`config.mk`:
```
export PLATFORM = sky130hd
export DESIGN_NAME = lcd4_back_flat
export DESIGN_NICKNAME = d
export VERILOG_FILES = /design/src/sv/lcd4_pkg.sv /design/src/sv/lcd4_chan_if.sv /design/src/sv/lcd4_back.sv /design/src/flat_wrapper.sv
export SDC_FILE = /design/constraint.sdc
export NUM_CORES = 1
export LEC_CHECK = 0
export BUFFER_PORTS_ARGS = -buffer_cell sky130_fd_sc_hd__buf_2
export CAP_MARGIN = 30
export CORE_UTILIZATION = 35
export CTS_CLUSTER_DIAMETER = 150
export CTS_CLUSTER_SIZE = 20
export DETAILED_ROUTE_END_ITERATION = 8
export HOLD_SLACK_MARGIN = 0.12
export PLACE_DENSITY = 0.85
export SLEW_MARGIN = 20
export SYNTH_ARGS = -nofsm -noshare
export SYNTH_HDL_FRONTEND = slang
export SYNTH_SLANG_ARGS = --single-unit
```
`constraint.sdc`:
```
create_clock -name clk_i -period 5 [get_ports clk_i]
set_input_delay 0.75 -clock clk_i [delete_from_list [all_inputs] [get_ports clk_i]]
set_output_delay 0.75 -clock clk_i [all_outputs]
set_load 0.01 [all_outputs]
```
`src/sv/lcd4_pkg.sv`:
```
package lcd4_pkg;

  // Command codes carried in the cmd field of an input transaction.
  typedef enum logic [2:0] {
    CMD_INSTR  = 3'd0,
    CMD_DATA   = 3'd1,
    CMD_INIT   = 3'd2,
    CMD_CURSOR = 3'd3,
    CMD_PRINT  = 3'd4
  } cmd_e;

  // Configuration register indexes.
  localparam int CFG_IDX_W = 2;
  typedef enum logic [CFG_IDX_W-1:0] {
    REG_ENABLE_PULSE = 2'd0,
    REG_BYTE_SETTLE  = 2'd1
  } cfg_reg_e;

  // Operation kinds handed from front to back.
  typedef enum logic {
    OP_BYTE = 1'b0,
    OP_WAKE = 1'b1
  } op_kind_e;

  typedef enum logic {
    FR_IDLE = 1'b0,
    FR_EMIT = 1'b1
  } front_state_e;

  typedef enum logic {
    BK_IDLE = 1'b0,
    BK_RUN  = 1'b1
  } back_state_e;

  typedef struct packed {
    logic [2:0]  cmd;
    logic [7:0]  byte_value;
    logic        row;
    logic [5:0]  column;
    logic [13:0] number;
  } cmd_t;

  typedef struct packed {
    logic        reg_select;
    logic        read_write;
    logic        enable;
    logic [3:0]  data_nibble;
    logic [15:0] hold_us;
    logic        last;
  } pin_t;

  typedef struct packed {
    logic [CFG_IDX_W-1:0] index;
    logic [15:0]          data;
  } cfg_t;

  typedef struct packed {
    logic [15:0] enable_pulse_us;
    logic [15:0] byte_settle_us;
  } timing_t;

  typedef struct packed {
    op_kind_e    kind;
    logic        rs;
    logic [7:0]  value;
    logic        clear_extra;
    logic        last;
  } op_t;

  typedef struct packed {
    logic valid;
    op_t  op;
  } q_xfer_t;

  // Reset values of the timing registers.
  localparam logic [15:0] ENABLE_PULSE_RST = 16'd100;
  localparam logic [15:0] BYTE_SETTLE_RST  = 16'd1500;

  // Power-up and wake-up timing.
  localparam logic [15:0] POWER_UP_US    = 16'd15000;
  localparam logic [15:0] CLEAR_EXTRA_US = 16'd5000;
  localparam logic [15:0] WAKE1_WAIT_US  = 16'd500;
  localparam logic [15:0] WAKE2_WAIT_US  = 16'd150;
  localparam logic [15:0] WAKE3_WAIT_US  = 16'd1650;
  localparam logic [15:0] WAKE4_WAIT_US  = 16'd1500;
  localparam logic [3:0]  WAKE_NIB       = 4'h3;
  localparam logic [3:0]  FOUR_BIT_NIB   = 4'h2;

  // Instruction bytes.
  localparam logic [7:0] INSTR_FUNC_SET  = 8'h28;
  localparam logic [7:0] INSTR_DISP_ON   = 8'h0C;
  localparam logic [7:0] INSTR_ENTRY     = 8'h06;
  localparam logic [7:0] INSTR_CLEAR     = 8'h01;
  localparam logic [7:0] INSTR_DDRAM     = 8'h80;
  localparam logic [7:0] ROW1_OFFSET     = 8'h40;

  localparam logic [7:0] ASCII_ZERO  = 8'h30;
  localparam logic [7:0] ASCII_SPACE = 8'h20;
  localparam int         DIGIT_PLACE = 1000;
  localparam int         MAX_LEAD    = 16;

  // Last phase indexes of the back end.
  localparam logic [3:0] BYTE_LAST_PHASE = 4'd4;
  localparam logic [3:0] WAKE_LAST_PHASE = 4'd8;

  // Init steps: the wake-up op at step 0, then four bytes.
  localparam logic [2:0] INIT_LAST_STEP  = 3'd4;
  localparam logic [2:0] PRINT_LAST_STEP = 3'd3;

endpackage

```
`src/sv/lcd4_chan_if.sv`:
```
interface lcd4_chan_if #(
  parameter type payload_t = logic
);
  logic     valid;
  logic     ready;
  payload_t payload;

  modport source (output valid, output payload, input ready);
  modport sink   (input valid, input payload, output ready);
endinterface

```
`src/sv/lcd4_back.sv`:
```
module lcd4_back (
  input  logic              clk_i,
  input  logic              rst_ni,
  input  lcd4_pkg::timing_t timing_i,
  input  lcd4_pkg::q_xfer_t rd_i,
  output logic              pop_o,
  lcd4_chan_if.source       out_ch_o
);
  import lcd4_pkg::*;

  back_state_e state_q, state_d;
  op_t         cur_q;
  logic [3:0]  phase_q;
  pin_t        out_q;
  logic        out_valid_q;

  logic        emit;
  logic        final_phase;
  logic        load;
  logic [16:0] settle_sum;
  logic [15:0] settle_hold;
  logic [3:0]  hi_nib;
  logic [3:0]  lo_nib;
  pin_t        pin_d;

  assign final_phase = (cur_q.kind == OP_WAKE) ? (phase_q == WAKE_LAST_PHASE)
                                               : (phase_q == BYTE_LAST_PHASE);
  assign emit  = (state_q == BK_RUN) && (!out_valid_q || out_ch_o.ready);
  assign load  = ((state_q == BK_IDLE) || (emit && final_phase)) && rd_i.valid;
  assign pop_o = load;

  assign settle_sum  = {1'b0, timing_i.byte_settle_us} + {1'b0, CLEAR_EXTRA_US};
  assign settle_hold = !cur_q.clear_extra ? timing_i.byte_settle_us
                     : (settle_sum[16] ? 16'hFFFF : settle_sum[15:0]);
  assign hi_nib = cur_q.value[7:4];
  assign lo_nib = cur_q.value[3:0];

  // Next state.
  always_comb begin
    state_d = state_q;
    case (state_q)
      BK_IDLE: begin
        if (rd_i.valid) begin
          state_d = BK_RUN;
        end
      end
      BK_RUN: begin
        if (emit && final_phase && !rd_i.valid) begin
          state_d = BK_IDLE;
        end
      end
      default: state_d = BK_IDLE;
    endcase
  end

  // Pin levels for the current phase.
  always_comb begin
    pin_d.reg_select  = cur_q.rs;
    pin_d.read_write  = 1'b0;
    pin_d.enable      = 1'b0;
    pin_d.data_nibble = lo_nib;
    pin_d.hold_us     = '0;
    pin_d.last        = 1'b0;
    if (cur_q.kind == OP_WAKE) begin
      case (phase_q)
        4'd0: begin
          pin_d.data_nibble = 4'h0;
          pin_d.hold_us     = POWER_UP_US;
        end
        4'd1, 4'd3, 4'd5: begin
          pin_d.enable      = 1'b1;
          pin_d.data_nibble = WAKE_NIB;
          pin_d.hold_us     = timing_i.enable_pulse_us;
        end
        4'd2: begin
          pin_d.data_nibble = WAKE_NIB;
          pin_d.hold_us     = WAKE1_WAIT_US;
        end
        4'd4: begin
          pin_d.data_nibble = WAKE_NIB;
          pin_d.hold_us     = WAKE2_WAIT_US;
        end
        4'd6: begin
          pin_d.data_nibble = WAKE_NIB;
          pin_d.hold_us     = WAKE3_WAIT_US;
        end
        4'd7: begin
          pin_d.enable      = 1'b1;
          pin_d.data_nibble = FOUR_BIT_NIB;
          pin_d.hold_us     = timing_i.enable_pulse_us;
        end
        default: begin
          pin_d.data_nibble = FOUR_BIT_NIB;
          pin_d.hold_us     = WAKE4_WAIT_US;
        end
      endcase
    end else begin
      case (phase_q)
        4'd0: begin
          pin_d.data_nibble = hi_nib;
        end
        4'd1: begin
          pin_d.enable      = 1'b1;
          pin_d.data_nibble = hi_nib;
          pin_d.hold_us     = timing_i.enable_pulse_us;
        end
        4'd2: ;
        4'd3: begin
          pin_d.enable  = 1'b1;
          pin_d.hold_us = timing_i.enable_pulse_us;
        end
        default: begin
          pin_d.hold_us = settle_hold;
          pin_d.last    = cur_q.last;
        end
      endcase
    end
  end

  assign out_ch_o.valid   = out_valid_q;
  assign out_ch_o.payload = out_q;

  always_ff @(posedge clk_i or negedge rst_ni) begin
    if (!rst_ni) begin
      state_q     <= BK_IDLE;
      phase_q     <= '0;
      out_valid_q <= 1'b0;
    end else begin
      state_q <= state_d;
      if (load) begin
        phase_q <= '0;
      end else if (emit) begin
        phase_q <= phase_q + 4'd1;
      end
      if (emit) begin
        out_valid_q <= 1'b1;
      end else if (out_ch_o.ready) begin
        out_valid_q <= 1'b0;
      end
    end
  end

  always_ff @(posedge clk_i) begin
    if (load) begin
      cur_q <= rd_i.op;
    end
    if (emit) begin
      out_q <= pin_d;
    end
  end

endmodule

```
`src/flat_wrapper.sv`:
```
// flat-port wrapper written by rule: the top's interface ports become plain ports
module lcd4_back_flat import lcd4_pkg::*;
  (clk_i, rst_ni, timing_i, rd_i, pop_o, out_ch_o_valid, out_ch_o_payload, out_ch_o_ready);
  lcd4_chan_if out_ch_o_i ();
  input  logic clk_i;
  input  logic rst_ni;
  input  lcd4_pkg::timing_t timing_i;
  input  lcd4_pkg::q_xfer_t rd_i;
  output logic pop_o;
  output wire logic [$bits(out_ch_o_i.valid)-1:0] out_ch_o_valid;
  output wire logic [$bits(out_ch_o_i.payload)-1:0] out_ch_o_payload;
  input wire logic [$bits(out_ch_o_i.ready)-1:0] out_ch_o_ready;
  assign out_ch_o_valid = out_ch_o_i.valid;
  assign out_ch_o_payload = out_ch_o_i.payload;
  assign out_ch_o_i.ready = out_ch_o_ready;
  lcd4_back u_core (.clk_i(clk_i), .rst_ni(rst_ni), .timing_i(timing_i), .rd_i(rd_i), .pop_o(pop_o), .out_ch_o(out_ch_o_i));
endmodule
```
; ---- Word level (Yosys, flattened, before mapping)
; Index checks and enable logic that the tools add are counted.
; W data, S select, Z words.
[totals]
wordCells = 33
reg_bits = 9
[classes]
reduce_logical = 12
n_bitwise = 1
eq_ne = 5
add_sub_neg = 1
mux = 8
[ops]
columns = op, count
row1 = $eq A4 B2 Y1 const B, 2
row2 = $mux W4, 2
row3 = $mux W1, 5
row4 = $reduce_or A5 Y1, 1
row5 = $add A4 B1 Y4 const B, 1
row6 = $eq A4 B1 Y1 const B, 1
row7 = $eq A4 B3 Y1 const B, 1
row8 = $eq A4 B4 Y1 const B, 1
row9 = $logic_and A1 B1 Y1, 4
row10 = $logic_not A4 Y1, 1
row11 = $reduce_bool A2 Y1, 2
row12 = $logic_not A1 Y1, 2
row13 = $logic_or A1 B1 Y1, 2
row14 = $pmux W1 S2, 1
row15 = $not A1 Y1, 1

; ---- Longest topological paths before layout
[depth]
ltp_word = 7
mapped_depth = 5

; ---- Least setup slack after synthesis
; No wires, ideal clock.
[synth_timing]
path_kind = input to output
startpoint = input port out_ch_o_ready
endpoint = output port pop_o
path_slack_ns = 2.914
path_stages = 4
arrival_time_ns = 1.336
required_time_ns = 4.250
path_buffers = 1
path_cell_list = nor2b_4 buf_6 a211oi_4 or2_1
[synth_between]
elab_chain_len = 5
[synth_rtl]
columns = element, line
row1 = "start, declared", flat_wrapper.sv:12  ; input wire logic [$bits(out_ch_o_i.ready)-1:0] out_ch_o_ready;
row2 = $logic_or A1 B1 Y1, lcd4_back.sv:28  ; assign emit = (state_q == BK_RUN) && (!out_valid_q || out_ch_o.ready);
row3 = $logic_and A1 B1 Y1, lcd4_back.sv:28
row4 = $logic_and A1 B1 Y1, lcd4_back.sv:29  ; assign load = ((state_q == BK_IDLE) || (emit && final_phase)) && rd_i.valid;
row5 = $logic_or A1 B1 Y1, lcd4_back.sv:29
row6 = $logic_and A1 B1 Y1, lcd4_back.sv:29
row7 = "end, declared", flat_wrapper.sv:9  ; output logic pop_o;
; No other way between the ends.

; ---- Worst setup path after layout
[layout_timing]
startpoint = register u_core.cur_q[11] (netlist name)
endpoint = output port pop_o
[layout_between]
elab_chain_len = 4
[layout_rtl]
columns = element, line
row1 = "start, declared", lcd4_back.sv:12  ; op_t cur_q;
row2 = "start signal, assigned", lcd4_back.sv:145  ; cur_q <= rd_i.op;
row3 = $mux W1, lcd4_back.sv:26  ; assign final_phase = (cur_q.kind == OP_WAKE) ? (phase_q == WAKE_LAST_PHASE)
row4 = $logic_and A1 B1 Y1, lcd4_back.sv:29
row5 = $logic_or A1 B1 Y1, lcd4_back.sv:29
row6 = $logic_and A1 B1 Y1, lcd4_back.sv:29
; No other way between the ends.

==> metrics <==
core box area 1350 µm²; Worst Hold Slack approximately 0.30 ns; Worst slew margin 0.724; pin count of the biggest net entering global routing 10; FF+latch count, synth 9; CP Cell Sequence or3b_4 > a211oi_4 > or2_1 > buf_2; ANT cells 0; Tmin final 2.63 ns; Yosys Warn Count 0; CTS Buffer Depth 2; # nets final 111; R2R setup slack 3.24 ns; register area share after synthesis 0.455; initial antenna violation count 0; post-synth top area cell dfrtp_1; drt first pass iters 4; Area contributors post-synth dfrtp_1 28%, edfxtp_1 17%, ha_1 9.5%; ratio of cells with drive above 1 in the final layout 0.276; clk_skew approximately 0.005 ns; Fmax 381 MHz; GRT busiest layer met2; Post-synth ARST share 0.667; commonest non-fill, non-tap cell in the layout buf_2; Post-synth EDFFs 3; most frequent cells in the layout 8 x buf_2, 6 x dfrtp_1, 4 x inv_1, 4 x a211oi_1, 4 x ha_1; port bufs 8; cts bufs inserted 3; VDD IR-drop max 0.211 mV; Iter 0 DRT Violations 10; synthesis-to-layout area growth 14.0%; Initial Util 0.391; Setup Viol. Count Final 0; htree depth 1; M3 GR Usage 0.0380; Setup TNS 0 ns; DP HPWL approximately 830 µm; met2 Track Usage GR 0.250; RSZ-0062 raised after global routing no; first-pass GRT wire length 1.70 mm; Mapped Avg Cell Area 11.2 µm²; vias in the first global route 348; CTS sink cnt 9; Post-CTS Setup Bufs 0; RePlAce Congestion ~0.79; CP Data Arrival Time roughly 1.9 ns; detail-routed via count per cell 5.62; routed via count 410; Resized Gates After CTS 0; Crit-path slowest cell or3b_4; CTS Hold Bufs 0; worst-path maximum fanout 5; Cell Rows 13; # fillers 137; Die W 40.8 µm; TritonCTS clock tree yes; num ports 51; placed cell areas 576 µm²; clock slew at reported path FFs ~0.060 ns; post-synthesis cell count 47; wire per inst 15.2 µm; Post-route DRC 0; fin. max-slew vios 0; crit start category register; Worst-Margin Slew 0.413 ns; Max Cap Violations 0; total gr overflow 0; root buf cell clkbuf_4; mapped cell area roughly 530 µm²; crit end category output port; Synthesized Nets just under 100; ANT nets after route 0; status complete, no violations; GRT Util Overall 0.170; kind of critical path register to output port; later-pin clock latency in the skew report 0.27 ns; power per cell area 464 nW/µm²; period utilisation layout 0.525; P_leak 0.259 nW; Most used DFF post-synth dfrtp_1; Worst path max stage delay 0.44 ns; Worst Hold Class input pin to asynchronous set/reset pin; CP Data Required Time 4.25 ns; finished layout cell area 602 µm²; top cell type's share of synthesized area 0.284; post-synth cell types 25; Total Wirelength ~1.1 mm; die area 1670 µm²; GR Util met1 0.225; Final Hold Fails 0; die height 40.8 µm
-- kinds of logic after synthesis --
group / after synthesis / share of synthesized area
adders and majority gates: 4 / 0.0948
AOI/OAI and AO/OA: 11 / 0.180
and+or+nand+nor: 17 / 0.213
buffers and inverters: 6 / 0.0569
DFF: 9 / 0.455
-- where the power goes --
group	internal [mW]	total, mW	switching [mW]
Combinational	0.0463	0.101	0.0551
Sequential	0.0973	0.120	0.0227
Clock	0.0308	0.0576	0.0268
-- path summary, 6_finish.rpt --
| kind | start | to | cells past startpoint |
|---|---|---|---|
| min in group clk_i | u_core.phase_q[2]$_DFFE_PN0P_ | u_core.phase_q[2]$_DFFE_PN0P_ | 2 |
| max in group asynchronous | rst_ni | u_core.state_q$_DFF_PN0_ | 1 |
| worst min register to register | u_core.phase_q[2]$_DFFE_PN0P_ | u_core.phase_q[2]$_DFFE_PN0P_ | 2 |
| worst max-delay path | u_core.cur_q[11]$_DFFE_PP_ | pop_o | 4 |
| worst max register to register | u_core.cur_q[11]$_DFFE_PP_ | u_core.cur_q[11]$_DFFE_PP_ | 3 |
| worst min-delay path | rst_ni | u_core.phase_q[2]$_DFFE_PN0P_ | 1 |
-- layer usage --
metal  share of wire  wire length [µm]
met5               0                 0
met4           0.032                36
met3           0.042                47
met2            0.50               553
met1            0.43               475
-- flip-flops by register name, indices dropped and copies added, names as in the netlist --
| register | cells |
|---|---|
| u_core.out_ch_o.payload | 1 |
| u_core.out_ch_o.valid | 1 |
| u_core.state_q | 1 |
| u_core.cur_q | 2 |
| u_core.phase_q | 4 |
-- final cells by class --
class                      instances  area [µm²]  share of cell area
tap                               15        18.8              0.0312
timing repair buffer               8        40.0              0.0665
inverter                           5        18.8              0.0312
multi-input combinational         32         258               0.428
sequential                         9         240               0.399
clock buffer                       4        26.3              0.0437
-- worst max-delay path, delay by kind of cell, from the launching register on --
family / cells / cell delay [ns]
and+or+nand+nor: 2 / 0.66
buffers and inverters: 1 / 0.15
AOI/OAI and AO/OA: 1 / 0.38
DFF: 1 / 0.42
-- stage by stage --
stage,util,cells,setup slack (ns),total power [mW]
2_1_floorplan,-,47,2.91,0.196
3_3_place_gp,0.426,69,2.65,0.214
3_5_place_dp,0.426,69,2.60,0.221
4_1_cts,0.446,73,2.39,0.279
5_1_grt,0.446,73,2.30,0.301
6_report,0.446,73,2.37,0.279
-- synth_stat cells, drive strengths merged (2+ instances only) --
library cell and instances:
a211oi 6, dfrtp 6, edfxtp 3, ha 4, inv 5, nand2 2, nand3 3, nor2b 2
o21ai 2, o31ai 2, or4 2
Power figures use the tool's default switching activity.
