## src/sv/lcd4_pkg.sv

```systemverilog
package lcd4_pkg;

  // Command codes carried in the cmd field of an input transaction.
  typedef enum logic [2:0] {
    CMD_INSTR  = 3'd0,
    CMD_DATA   = 3'd1,
    CMD_INIT   = 3'd2,
    CMD_CURSOR = 3'd3,
    CMD_PRINT  = 3'd4
  } cmd_e;

  // Configuration register indexes.
  localparam int CFG_IDX_W = 2;
  typedef enum logic [CFG_IDX_W-1:0] {
    REG_ENABLE_PULSE = 2'd0,
    REG_BYTE_SETTLE  = 2'd1
  } cfg_reg_e;

  // Operation kinds handed from front to back.
  typedef enum logic {
    OP_BYTE = 1'b0,
    OP_WAKE = 1'b1
  } op_kind_e;

  typedef enum logic {
    FR_IDLE = 1'b0,
    FR_EMIT = 1'b1
  } front_state_e;

  typedef enum logic {
    BK_IDLE = 1'b0,
    BK_RUN  = 1'b1
  } back_state_e;

  typedef struct packed {
    logic [2:0]  cmd;
    logic [7:0]  byte_value;
    logic        row;
    logic [5:0]  column;
    logic [13:0] number;
  } cmd_t;

  typedef struct packed {
    logic        reg_select;
    logic        read_write;
    logic        enable;
    logic [3:0]  data_nibble;
    logic [15:0] hold_us;
    logic        last;
  } pin_t;

  typedef struct packed {
    logic [CFG_IDX_W-1:0] index;
    logic [15:0]          data;
  } cfg_t;

  typedef struct packed {
    logic [15:0] enable_pulse_us;
    logic [15:0] byte_settle_us;
  } timing_t;

  typedef struct packed {
    op_kind_e    kind;
    logic        rs;
    logic [7:0]  value;
    logic        clear_extra;
    logic        last;
  } op_t;

  typedef struct packed {
    logic valid;
    op_t  op;
  } q_xfer_t;

  // Reset values of the timing registers.
  localparam logic [15:0] ENABLE_PULSE_RST = 16'd100;
  localparam logic [15:0] BYTE_SETTLE_RST  = 16'd1500;

  // Power-up and wake-up timing.
  localparam logic [15:0] POWER_UP_US    = 16'd15000;
  localparam logic [15:0] CLEAR_EXTRA_US = 16'd5000;
  localparam logic [15:0] WAKE1_WAIT_US  = 16'd500;
  localparam logic [15:0] WAKE2_WAIT_US  = 16'd150;
  localparam logic [15:0] WAKE3_WAIT_US  = 16'd1650;
  localparam logic [15:0] WAKE4_WAIT_US  = 16'd1500;
  localparam logic [3:0]  WAKE_NIB       = 4'h3;
  localparam logic [3:0]  FOUR_BIT_NIB   = 4'h2;

  // Instruction bytes.
  localparam logic [7:0] INSTR_FUNC_SET  = 8'h28;
  localparam logic [7:0] INSTR_DISP_ON   = 8'h0C;
  localparam logic [7:0] INSTR_ENTRY     = 8'h06;
  localparam logic [7:0] INSTR_CLEAR     = 8'h01;
  localparam logic [7:0] INSTR_DDRAM     = 8'h80;
  localparam logic [7:0] ROW1_OFFSET     = 8'h40;

  localparam logic [7:0] ASCII_ZERO  = 8'h30;
  localparam logic [7:0] ASCII_SPACE = 8'h20;
  localparam int         DIGIT_PLACE = 1000;
  localparam int         MAX_LEAD    = 16;

  // Last phase indexes of the back end.
  localparam logic [3:0] BYTE_LAST_PHASE = 4'd4;
  localparam logic [3:0] WAKE_LAST_PHASE = 4'd8;

  // Init steps: the wake-up op at step 0, then four bytes.
  localparam logic [2:0] INIT_LAST_STEP  = 3'd4;
  localparam logic [2:0] PRINT_LAST_STEP = 3'd3;

endpackage

```

## src/sv/lcd4_fifo.sv

```systemverilog
module lcd4_fifo #(
  parameter int Depth = 4
) (
  input  logic              clk_i,
  input  logic              rst_ni,
  input  lcd4_pkg::q_xfer_t wr_i,
  output logic              full_o,
  output lcd4_pkg::q_xfer_t rd_o,
  input  logic              pop_i
);
  import lcd4_pkg::*;

  localparam int PtrW = $clog2(Depth);
  localparam int CntW = $clog2(Depth + 1);

  op_t             mem_q [Depth];
  logic [PtrW-1:0] wr_ptr_q;
  logic [PtrW-1:0] rd_ptr_q;
  logic [CntW-1:0] count_q;
  logic            do_push;

  assign full_o   = (count_q == CntW'(Depth));
  assign do_push  = wr_i.valid && !full_o;
  assign rd_o.valid = (count_q != '0);
  assign rd_o.op  = mem_q[rd_ptr_q];

  always_ff @(posedge clk_i or negedge rst_ni) begin
    if (!rst_ni) begin
      wr_ptr_q <= '0;
      rd_ptr_q <= '0;
      count_q  <= '0;
    end else begin
      if (do_push) begin
        wr_ptr_q <= (wr_ptr_q == PtrW'(Depth - 1)) ? '0 : wr_ptr_q + 1'b1;
      end
      if (pop_i) begin
        rd_ptr_q <= (rd_ptr_q == PtrW'(Depth - 1)) ? '0 : rd_ptr_q + 1'b1;
      end
      if (do_push && !pop_i) begin
        count_q <= count_q + 1'b1;
      end else if (pop_i && !do_push) begin
        count_q <= count_q - 1'b1;
      end
    end
  end

  always_ff @(posedge clk_i) begin
    if (do_push) begin
      mem_q[wr_ptr_q] <= wr_i.op;
    end
  end

endmodule

```

## config.mk

```make
export PLATFORM = sky130hd
export DESIGN_NAME = lcd4_fifo
export DESIGN_NICKNAME = d
export VERILOG_FILES = /design/src/sv/lcd4_pkg.sv /design/src/sv/lcd4_fifo.sv
export SDC_FILE = /design/constraint.sdc
export NUM_CORES = 1
export LEC_CHECK = 0
export ABC_CLOCK_PERIOD_IN_PS = 1800
export BUFFER_PORTS_ARGS = -buffer_cell sky130_fd_sc_hd__buf_4
export CAP_MARGIN = 10
export CORE_ASPECT_RATIO = 0.75
export CORE_UTILIZATION = 50
export DETAILED_ROUTE_END_ITERATION = 16
export GPL_TIMING_DRIVEN = 1
export PLACE_DENSITY = 0.79
export RECOVER_POWER = 100
export REMOVE_ABC_BUFFERS = 1
export SYNTH_ARGS = -nofsm -noshare
export SYNTH_HDL_FRONTEND = slang
export SYNTH_SLANG_ARGS = --single-unit
```

## constraint.sdc

```tcl
create_clock -name clk_i -period 1.8 [get_ports clk_i]
set_clock_uncertainty 0.15 [all_clocks]
set_input_delay 0.27 -clock clk_i [delete_from_list [all_inputs] [get_ports clk_i]]
set_output_delay 0.27 -clock clk_i [all_outputs]
set_load 0.005 [all_outputs]
```

Yosys cells after proc, flatten, opt, wreduce, memory -nomap -nowiden
Memory sizes are Yosys's and may differ from the RTL's.
Index checks and enable logic that the tools add are counted.

storage, ports and cells
  output and inout port bits = 14
  register bits = 7
  memories = 1
  memory bits (writable) = 48
  logic and storage cells = 25

memories
  name   depth  width  rd ports  clocked after memory_dff  wr ports  RTL line         RTL
  mem_q  4      12     1         0                         1         lcd4_fifo.sv:16  op_t mem_q [Depth];

operators by class
  eq/ne operators = 3
  add/subtract/negate cells = 4
  reduce and logical (&&, ||, !) cells = 8
  multiplexer cells = 6

operators by type and width
  cell                                                                 number
  3-bit 2-to-1 mux                                                     2
  2-bit by 1-bit adder with 2-bit output (second input constant)       2
  2-bit == test (second input constant)                                2
  2-bit 2-to-1 mux                                                     2
  3-bit by 1-bit adder with 3-bit output (second input constant)       1
  3-bit == test (second input constant)                                1
  1-bit logical AND                                                    3
  1-bit logical NOT                                                    3
  3-bit nonzero test                                                   1
  3-bit by 1-bit subtractor with 3-bit output (second input constant)  1
  1-bit 2-to-1 mux                                                     2
  2-bit nonzero test                                                   1

Depth between registers and ports, before layout
Gate-level depths: netlist of run 1.

  depth after elaboration = 7
  depth in mapped cells = 9
  depth with buffers taken out = 8

Least setup slack after synthesis of run 1
No wires, ideal clock.

  path kind = reg-to-reg
  start = register count_q[0]
  end = register count_q[1]
  period minus slack after synthesis = 2.025 ns
  stages on the path, launching flop included = 8
  required time = 1.525 ns
  arrival = 1.750 ns
  setup slack = -0.225 ns
  path buffers = 1
  path through = dfrtp_1 -> nor3b_4 -> nor2b_2 -> buf_6 -> ha_1 -> inv_1 -> fa_1 -> mux2_2

on the way
  word-level cells in the longest chain between the ends = 6

RTL lines
  what                          RTL line         RTL
  start, declared               lcd4_fifo.sv:19  logic [CntW-1:0] count_q;
  start signal, assigned        lcd4_fifo.sv:40  count_q <= count_q + 1'b1;
  start signal, assigned        lcd4_fifo.sv:42  count_q <= count_q - 1'b1;
  3-bit == test (*)             lcd4_fifo.sv:22  assign full_o = (count_q == CntW'(Depth));
  via full_o                    lcd4_fifo.sv:7   output logic full_o,
  1-bit logical NOT (*)         lcd4_fifo.sv:23  assign do_push = wr_i.valid && !full_o;
  1-bit logical AND (*)         lcd4_fifo.sv:23
  via do_push                   lcd4_fifo.sv:20  logic do_push;
  1-bit logical NOT             lcd4_fifo.sv:41  end else if (pop_i && !do_push) begin
  1-bit logical AND             lcd4_fifo.sv:41
  2-bit nonzero test (no line)  n/a

Mark *: on every way through the listed nets, which the timed path passes. The rest lies on a longest branch. The select of a mux whose other input is x is not followed.
A chain may end at the register's enable or synchronous reset.

==> flow_summary.yaml, run 1 <==
setup_path:
  r2r-end: "count_q[2]"
  crit_required_ns: 1.38
  crit_path_start: "rd_ptr_q[0]"
  crit_type: "reg -> out"
  startpoint_type: "flop"
  arrival_ns: 1.52
  reg2reg_from: "count_q[2]"
  r2r_setup_slack_ns: -0.14
  r2r_cells: 8
  critPathMaxFanout: 7
  cp-end-kind: "primary output"
min_path:
  min_to: "mem_q[0][5]"
  worstHoldPathCells: 1
  worstHoldStart: "wr_i[5]"
  min_path_type: "in -> reg"
timing:
  slew_viol_final: 0
  fin_crit_sh_pct: 108.0
  max_freq_mhz: 514.2
  fin_tns_setup_ns: -1.786
  min_period_ns: 1.945
  fin_ws_ns: -0.1447
  hold_viol: 0
  rsz0062_at_grt: "true"
  relSlewSlack_pct: 72.22
  setup_violations: 25
  tightest_slew_ns: 0.4166
yosys:
  synth.cells.most_frequent: "edfxtp_1, mux4_2, dfrtp_1"
  synth_top_family_by_area: "multiplexers"
  synthAdderAreaFrac_pct: 4.306
  ys_ff_latch: 55
  synth_ff_type: "edfxtp_1"
  yosysWarnings: 0
  netlist_area_sq_um: 2208
  yosysTopAreaCellShare_pct: 65.27
  synth_mux_area_share_pct: 14.62
  synth-seq-area-share_pct: 73.20
  ys_top_cells_by_area: "edfxtp_1, mux4_2, dfrtp_1, ha_1, and2_2"
  syn_inst: 100
  yosys.cell_count.top_type: "edfxtp_1"
  synth_edf_count: 48
  synth-simple-area-share_pct: 3.513
  synth_xor_area_share_pct: 1.190
  yosysTopAreaCell: "edfxtp_1"
  post_synth.cell_area_avg_sq_um: 22.08
  synth_compound_area_share_pct: 0.3399
  synth_cell_types: 20
  synthArstFlopShare_pct: 12.73
global_route:
  grt_util_met3_pct: 4.308
  grt_pass1_vias: 1134
  grt_start_max_net_pins: 17
  antenna_found_initial: 0
  gr-total-overflow: 0
  use_met1_pct: 17.90
  grt.total_usage_pct: 16.88
  grt_pass1_wl_um: 5326
  busiest_layer: "met2"
  grt_util_met2_pct: 30.56
detailed_routing:
  drc: 0
  drt_wl_total_um: 3574
  drtPass1Iterations: 4
  post_drt_via_cell_ratio: 5.260
  drtIter0Drc: 39
  ant_nets: 0
  wl_per_cell_um: 17.52
  vias: 1073
layout:
  design_area_sq_um: 2689
  final_layout_size_suffix_gt1_share_pct: 42.95
  diodes: 0
  fin_nets: 171
  syn2layout_area_growth_pct: 21.76
  utilization_pct: 64.73
clock_network:
  clk_pin_slew_ns: 0.09
  cts_buffer_depth: 2
  htreeDepth: 2
  cts_tree: "done"
  cts_sinks: 55
  clock_latency_ns: 0.30
  cts_root_buf: "clkbuf_8"
  cts_made_buffers: 5
placed_design:
  dpl.hpwl_um: 2324
  place_area_sq_um: 2507
  io_buffers: 29
  gp_congestion: 0.6835
floorplan:
  fp.dieH_um: 59.56
  dieArea_sq_um: 4689
  rows: 20
  start_util_pct: 53.16
  dieWidth_um: 78.74
  io_pins: 30
  core_sq_um: 4154
run:
  max_cap_viol_count: 0
power_and_ir_drop:
  p_leak_nw: 0.9831
  power_density_nw_per_um2: 1565
  power.total_mw: 4.209
  vdd_drop_max_mv: 0.8532
status:
  violations: "negative setup slack"
  status: "finished with violations"
layout by cell type, fill, tap and decap left out, drive strengths merged:
master	count
fa	1
and2	5
or3	1
nor3	1
buf	29
clkbuf	18
a21o	1
mux4	12
edfxtp	48
dfrtp	7
mux2	4
bufinv	1
ha	6
nor2	2
inv	4
xor2	2
dlygate4sd3	2
nor3b	1
nor2b	1
xnor2	1
clkinv	2
report_power, final:
group | leakage, nW | internal, mW | switching (mW)
logic | 0.406 | 0.944 | 0.606
clock network | 0.0556 | 0.407 | 0.371
registers | 0.521 | 1.71 | 0.172
total | 0.983 | 3.06 | 1.15
metrics by stage:
step / instances / hold WS [ns] / setup WS, ns
after floorplan: 96 / -0.1756 / -0.2032
after global placement: 188 / -0.06644 / -0.03722
after detailed placement: 188 / -0.05935 / -0.1520
after CTS: 201 / 0.001822 / -0.1677
after global routing: 204 / 0.06211 / -0.2513
final: 204 / 0.06689 / -0.1447
worst max-delay path, cell delays in order (launching register included):
cell and delay [ns]:
dfrtp_1 0.37, buf_4 0.19, mux4_2 0.52, buf_4 0.15
cell type report:
cell class	count	area (sq um)
Inverter	4	15.01
Fill cell	309	1465
Clock buffer	5	68.82
Multi-Input combinational cell	38	551.8
Timing Repair Buffer	44	327.8
Sequential cell	55	1618
Clock inverter	3	38.79
Tap cell	55	68.82
flip-flops by register name (all words and copies together), names as in the netlist:
register,count
mem_q,48
count_q,3
rd_ptr_q,2
wr_ptr_q,2
worst max path at each step:
stage	to	slack [ns]	cells after the start
2_1_floorplan	count_q[2]	-0.20	8
3_3_place_gp	count_q[1]	-0.04	6
3_5_place_dp	count_q[1]	-0.15	6
4_1_cts	rd_o[11]	-0.17	3
5_1_grt	count_q[2]	-0.25	8
6_report	rd_o[11]	-0.14	3
cell families after synthesis:
group	after synthesis
fa+ha+maj	7
buf+inv	8
mux	16
flops	55
xor+xnor	3
simple gates	10
compound gates	1
repair_timing:
item	CTS	global route
pin swaps	3	7
setup buffers	4	3
resized for setup	20	2
endpoints found under the setup margin	15	57
endpoints found under the hold margin	7	4
hold buffers	1	1
gates cloned	0	1
per-layer routing:
layer  routed length, um  share of wire [%]
met4                  98                2.7
met5                   0                  0
met1                1453                 41
met2                1917                 54
met3                 104                2.9
No activity file was read; power rests on OpenSTA's default activity.
==> inputs of run 2 (changes only) <==
- CELL_PAD_IN_SITES_DETAIL_PLACEMENT: not set -> 1
- CELL_PAD_IN_SITES_GLOBAL_PLACEMENT: not set -> 1
- CORE_UTILIZATION: 50 -> 44
==> run 2 against run 1 <==
Effect of this change:
- the run ends with design-rule violations, negative setup slack left
- critical path depth increased by 5
- combinational power grew 10%
- sequential share of layout area down 0.64 points
- sequential power hardly changed
- global-route usage shrank 0.32 points
- via count shrank 2.5%
- utilization is 6.3 points lower
- die area rose by 13%
- fmax fell by 2.8%
- worst setup slack worse by 0.056 ns
- critical path type is now reg -> reg
==> flow_summary.yaml, run 2 (synthesized netlist as in run 1, its figures left out) <==
detailed_routing:
  wl_per_cell_um: 19.57
  drtIter0Drc: 46
  drtPass1Iterations: 10
  ant_nets: 0
  drc: 4
  vias: 1046
  post_drt_via_cell_ratio: 5.078
  drt_wl_total_um: 4031
floorplan:
  rows: 21
  core_sq_um: 4651
  io_pins: 30
  dieWidth_um: 83.81
  start_util_pct: 47.48
  dieArea_sq_um: 5309
  fp.dieH_um: 63.36
timing:
  rsz0062_at_grt: "true"
  fin_crit_sh_pct: 111.2
  min_period_ns: 2.001
  relSlewSlack_pct: 73.05
  hold_viol: 0
  fin_tns_setup_ns: -1.896
  fin_ws_ns: -0.2011
  max_freq_mhz: 499.7
  tightest_slew_ns: 0.4042
  setup_violations: 15
  slew_viol_final: 0
global_route:
  grt_start_max_net_pins: 18
  grt.total_usage_pct: 16.56
  grt_pass1_wl_um: 6320
  gr-total-overflow: 0
  antenna_found_initial: 0
  grt_pass1_vias: 1248
layout:
  multi_input_area_sq_um: 543.0
  diodes: 0
  regMostFlops: "mem_q"
  layout_common_cells: "edfxtp_1, buf_6, buf_4, clkbuf_1, mux4_2"
  design_area_sq_um: 2718
  seq_area_sq_um: 1618
  final_layout_size_suffix_gt1_share_pct: 43.62
  top_regs: "mem_q (48), count_q (3)"
  nFillCells: 395
  largest_reg_flops: 48
  layout_commonest_cell: "edfxtp_1"
  syn2layout_area_growth_pct: 23.06
  fin_nets: 171
power_and_ir_drop:
  power.total_mw: 4.356
  p_clk_share_pct: 18.4
  p_seq_share_pct: 42.4
  combPwrFrac_pct: 39.2
  vdd_drop_max_mv: 0.7457
  p_int_mw: 3.152
  p_leak_nw: 0.9925
  power_density_nw_per_um2: 1603
  p_sw_share_pct: 27.64
  p_switching_mw: 1.204
clock_network:
  htreeDepth: 2
  clock_latency_ns: 0.29
  cts_tree: "done"
  cts_sinks: 55
  cts_root_buf: "clkbuf_8"
  clk_pin_slew_ns: 0.10
  cts_made_buffers: 5
  cts_buffer_depth: 2
setup_path:
  arrival_ns: 2.07
  critPathMaxFanout: 2
  crit_type: "reg -> reg"
  crit_required_ns: 1.86
  startpoint_type: "flop"
  cp-end-kind: "flop"
min_path:
  min_path_type: "in -> reg"
status:
  violations: "design-rule violations, negative setup slack"
  status: "finished with violations"
run:
  max_cap_viol_count: 0
placed_design:
  gp_congestion: 0.8123
  io_buffers: 29
  dpl.hpwl_um: 2654
  place_area_sq_um: 2532
[run 2: cell types whose count changed in the layout (fill, tap and decap cells not counted), sizes merged]
cell,change
clkinv,-1
and2,-1
buf,+2
inv,+1
dlygate4sd3,-1
[run 2: worst max-delay path, stage by stage, from the launching register on]
cell     delay, ns
dfrtp_1       0.40
nor3b_4       0.16
nor2b_2       0.18
ha_2          0.21
inv_2         0.04
fa_2          0.33
xor2_1        0.15
nor2_1        0.13
xor2_1        0.18
[run 2: what timing repair did]
item	in CTS	in global routing
buffers inserted	2	2
hold endpoints to repair	7	0
pin swaps	4	4
gates resized for setup	22	5
setup endpoints to repair	15	28
hold buffers	1	0
[run 2: routing by layer]
metal	part of all wire [%]	global-route usage (%)	routed length (um)
met1	41	18.83	1663
met2	55	31.15	2237
met3	2.7	3.539	109
met4	0.52	5.388	21
met5	0	0	0
[run 2: final timing paths]
path                                  from           to  slack, ns  cells after the start
worst max-delay path            count_q[2]   count_q[2]      -0.20                      8
worst min-delay path               wr_i[9]  mem_q[2][9]       0.08                      1
worst max register to register  count_q[2]   count_q[2]      -0.20                      8
worst min register to register  count_q[2]   count_q[2]       0.45                      2
max in group asynchronous           rst_ni  rd_ptr_q[0]       0.89                      2
min in group asynchronous           rst_ni   count_q[0]       0.30                      2
[run 2: area by class of cell]
| type | count | share of cell area, % |
|---|---|---|
| Sequential cell | 55 | 59.53 |
| Multi-Input combinational cell | 37 | 19.98 |
| Timing Repair Buffer | 45 | 13.21 |
| Tap cell | 57 | 2.624 |
| Clock buffer | 5 | 2.532 |
| Clock inverter | 3 | 1.565 |
| Inverter | 4 | 0.5525 |
[run 2: through the flow]
step	worst slack (ns)	utilization, %	hold slack (ns)	instances
after floorplan	-0.2032	-	-0.1756	96
after global placement	-0.04411	54.45	-0.06411	193
after detailed placement	-0.1448	54.45	-0.06186	193
after CTS	-0.1776	58.97	0.008906	204
after global routing	-0.2816	58.43	0.07174	206
final	-0.2011	58.43	0.07614	206
[run 2: power by group through the flow]
stage / Sequential (mW) / Combinational, mW / Clock, mW
after floorplan: 1.92 / 0.697 / 0
after global placement: 1.83 / 1.40 / 0
after detailed placement: 1.87 / 1.46 / 0
after CTS: 1.85 / 1.68 / 0.815
after global routing: 1.87 / 1.84 / 0.870
final: 1.85 / 1.71 / 0.802
==> inputs of run 3 (changes only) <==
- TNS_END_PERCENT: not set -> 50
==> run 3 against run 2 <==
Effect of this change:
- the run still ends with design-rule violations, negative setup slack left
- via count decreased by 0.48%
- fmax increased by 1.6%
- sequential share of layout area increased by 0.41 points
- first-iteration DRC count decreased by 11%
- total power decreased by 1.0%
- register-to-register slack improved by 0.03 ns
- clock power increased by 0.6%
- utilization decreased by 0.40 points
- clock-buffer cell count unchanged
- routed wire length decreased by 1.5%
- critical path type unchanged
- critical endpoint unchanged
==> flow_summary.yaml, run 3 (synthesized netlist as in run 1, its figures left out) <==
timing:
  tightest_slew_ns: 0.3982
  setup_violations: 15
  hold_viol: 0
  relSlewSlack_pct: 73.46
  max_freq_mhz: 507.5
  slew_viol_final: 0
  fin_crit_sh_pct: 109.5
  min_period_ns: 1.971
  finalHoldWorstSlack_ns: 0.08621
  rsz0062_at_grt: "true"
  fin_ws_ns: -0.1705
detailed_routing:
  ant_nets: 0
  drc: 4
  drt_wl_total_um: 3972
  met1_length_um: 1665
  wl_met2_um: 2153
  post_drt_via_cell_ratio: 5.103
  vias: 1041
  wl_per_cell_um: 19.47
  met3_length_um: 93
  drtPass1Iterations: 10
  drtIter0Drc: 41
  top_layer: "met4"
layout:
  largest_reg_flops: 48
  top_regs: "mem_q (48), count_q (3)"
  regMostFlops: "mem_q"
  layout_commonest_cell: "edfxtp_1"
  fin_nets: 169
  layout_common_cells: "edfxtp_1, buf_6, clkbuf_1, mux4_2, buf_4"
  diodes: 0
  utilization_pct: 58.03
  final_layout_size_suffix_gt1_share_pct: 42.86
  syn2layout_area_growth_pct: 22.21
floorplan:
  dieWidth_um: 83.81
  start_util_pct: 47.48
  core_sq_um: 4651
  dieArea_sq_um: 5309
  fp.dieH_um: 63.36
  rows: 21
  io_pins: 30
power_and_ir_drop:
  power.total_mw: 4.312
  vdd_drop_max_mv: 0.7648
  p_leak_nw: 0.9802
  power_density_nw_per_um2: 1598
setup_path:
  crit_required_ns: 1.87
  r2r-end: "count_q[2]"
  r2r_setup_slack_ns: -0.17
  critPathMaxFanout: 2
  startpoint_type: "flop"
  crit_type: "reg -> reg"
  cp-end-kind: "flop"
  r2r_cells: 8
  arrival_ns: 2.04
  reg2reg_from: "count_q[2]"
global_route:
  gr-total-overflow: 0
  antenna_found_initial: 0
  grt_pass1_wl_um: 6306
  grt_pass1_vias: 1243
  grt.total_usage_pct: 16.53
  grt_start_max_net_pins: 18
placed_design:
  dp_slack_ns: -0.1448
  io_buffers: 29
  dpl.hpwl_um: 2654
  gp_congestion: 0.8123
clock_network:
  htreeDepth: 2
  clock_latency_ns: 0.29
  cts_tree: "done"
  clk_pin_slew_ns: 0.09
  cts_sinks: 55
  cts_made_buffers: 5
  cts_buffer_depth: 2
  cts_root_buf: "clkbuf_8"
run:
  max_cap_viol_count: 0
min_path:
  min_to: "rd_ptr_q[1]"
  min_path_type: "in -> reg"
  worstHoldPathCells: 2
  worstHoldStart: "pop_i"
status:
  status: "finished with violations"
  violations: "design-rule violations, negative setup slack"
[run 3: power by group]
group | switching [mW] | internal [mW] | leakage [nW]
logic | 0.668 | 0.992 | 0.403
registers | 0.134 | 1.71 | 0.521
clock network | 0.392 | 0.415 | 0.0562
[run 3: worst max-delay path, cell delays in order (launching register included)]
cell,delay [ns]
dfrtp_1,0.39
nor3b_4,0.16
nor2b_2,0.15
ha_2,0.21
inv_2,0.04
fa_2,0.33
xor2_1,0.15
nor2_1,0.13
xor2_1,0.18
[run 3: per-layer routing]
layer  global-route usage, %  up-vias
met2                   30.84       20
met1                   18.74      536
met3                   3.408        4
li1                        -      481
met5                       0        -
met4                   6.250        0
[run 3: worst max-delay path by stage]
| stage | start | end | slack [ns] | cells past startpoint |
|---|---|---|---|---|
| floorplan | count_q[2] | count_q[2] | -0.20 | 8 |
| global placement | count_q[0] | count_q[1] | -0.04 | 6 |
| detailed placement | count_q[2] | count_q[2] | -0.14 | 8 |
| CTS | rd_ptr_q[0] | rd_o[2] | -0.18 | 3 |
| global route | count_q[2] | count_q[2] | -0.24 | 8 |
| finish | count_q[2] | count_q[2] | -0.17 | 8 |
[run 3: cell type report]
cell class / count / area (sq um)
clock buffers: 5 / 68.82
clock inverters: 3 / 42.54
fillers: 400 / 1952
inverters: 4 / 15.01
multi-input cells: 37 / 539.3
flip-flops and latches: 55 / 1618
well taps: 57 / 71.32
repair buffers: 43 / 344.1
[run 3: what timing repair did]
item | 4_1_cts | 5_1_grt
setup endpoints to repair | 15 | 16
endpoints found under the hold margin | 7 | 0
setup buffers | 1 | 1
hold buffers | 1 | 0
resized for setup | 22 | 2
pin swaps | 4 | 4
[run 3: metrics by stage]
step,TNS [ns],instance area (sq um),cells
detailed placement,-0.2527,2532,193
floorplan,-0.3742,2161,96
CTS,-2.087,2735,203
global placement,-0.08235,2532,193
finish,-1.830,2699,204
global route,-2.567,2699,204
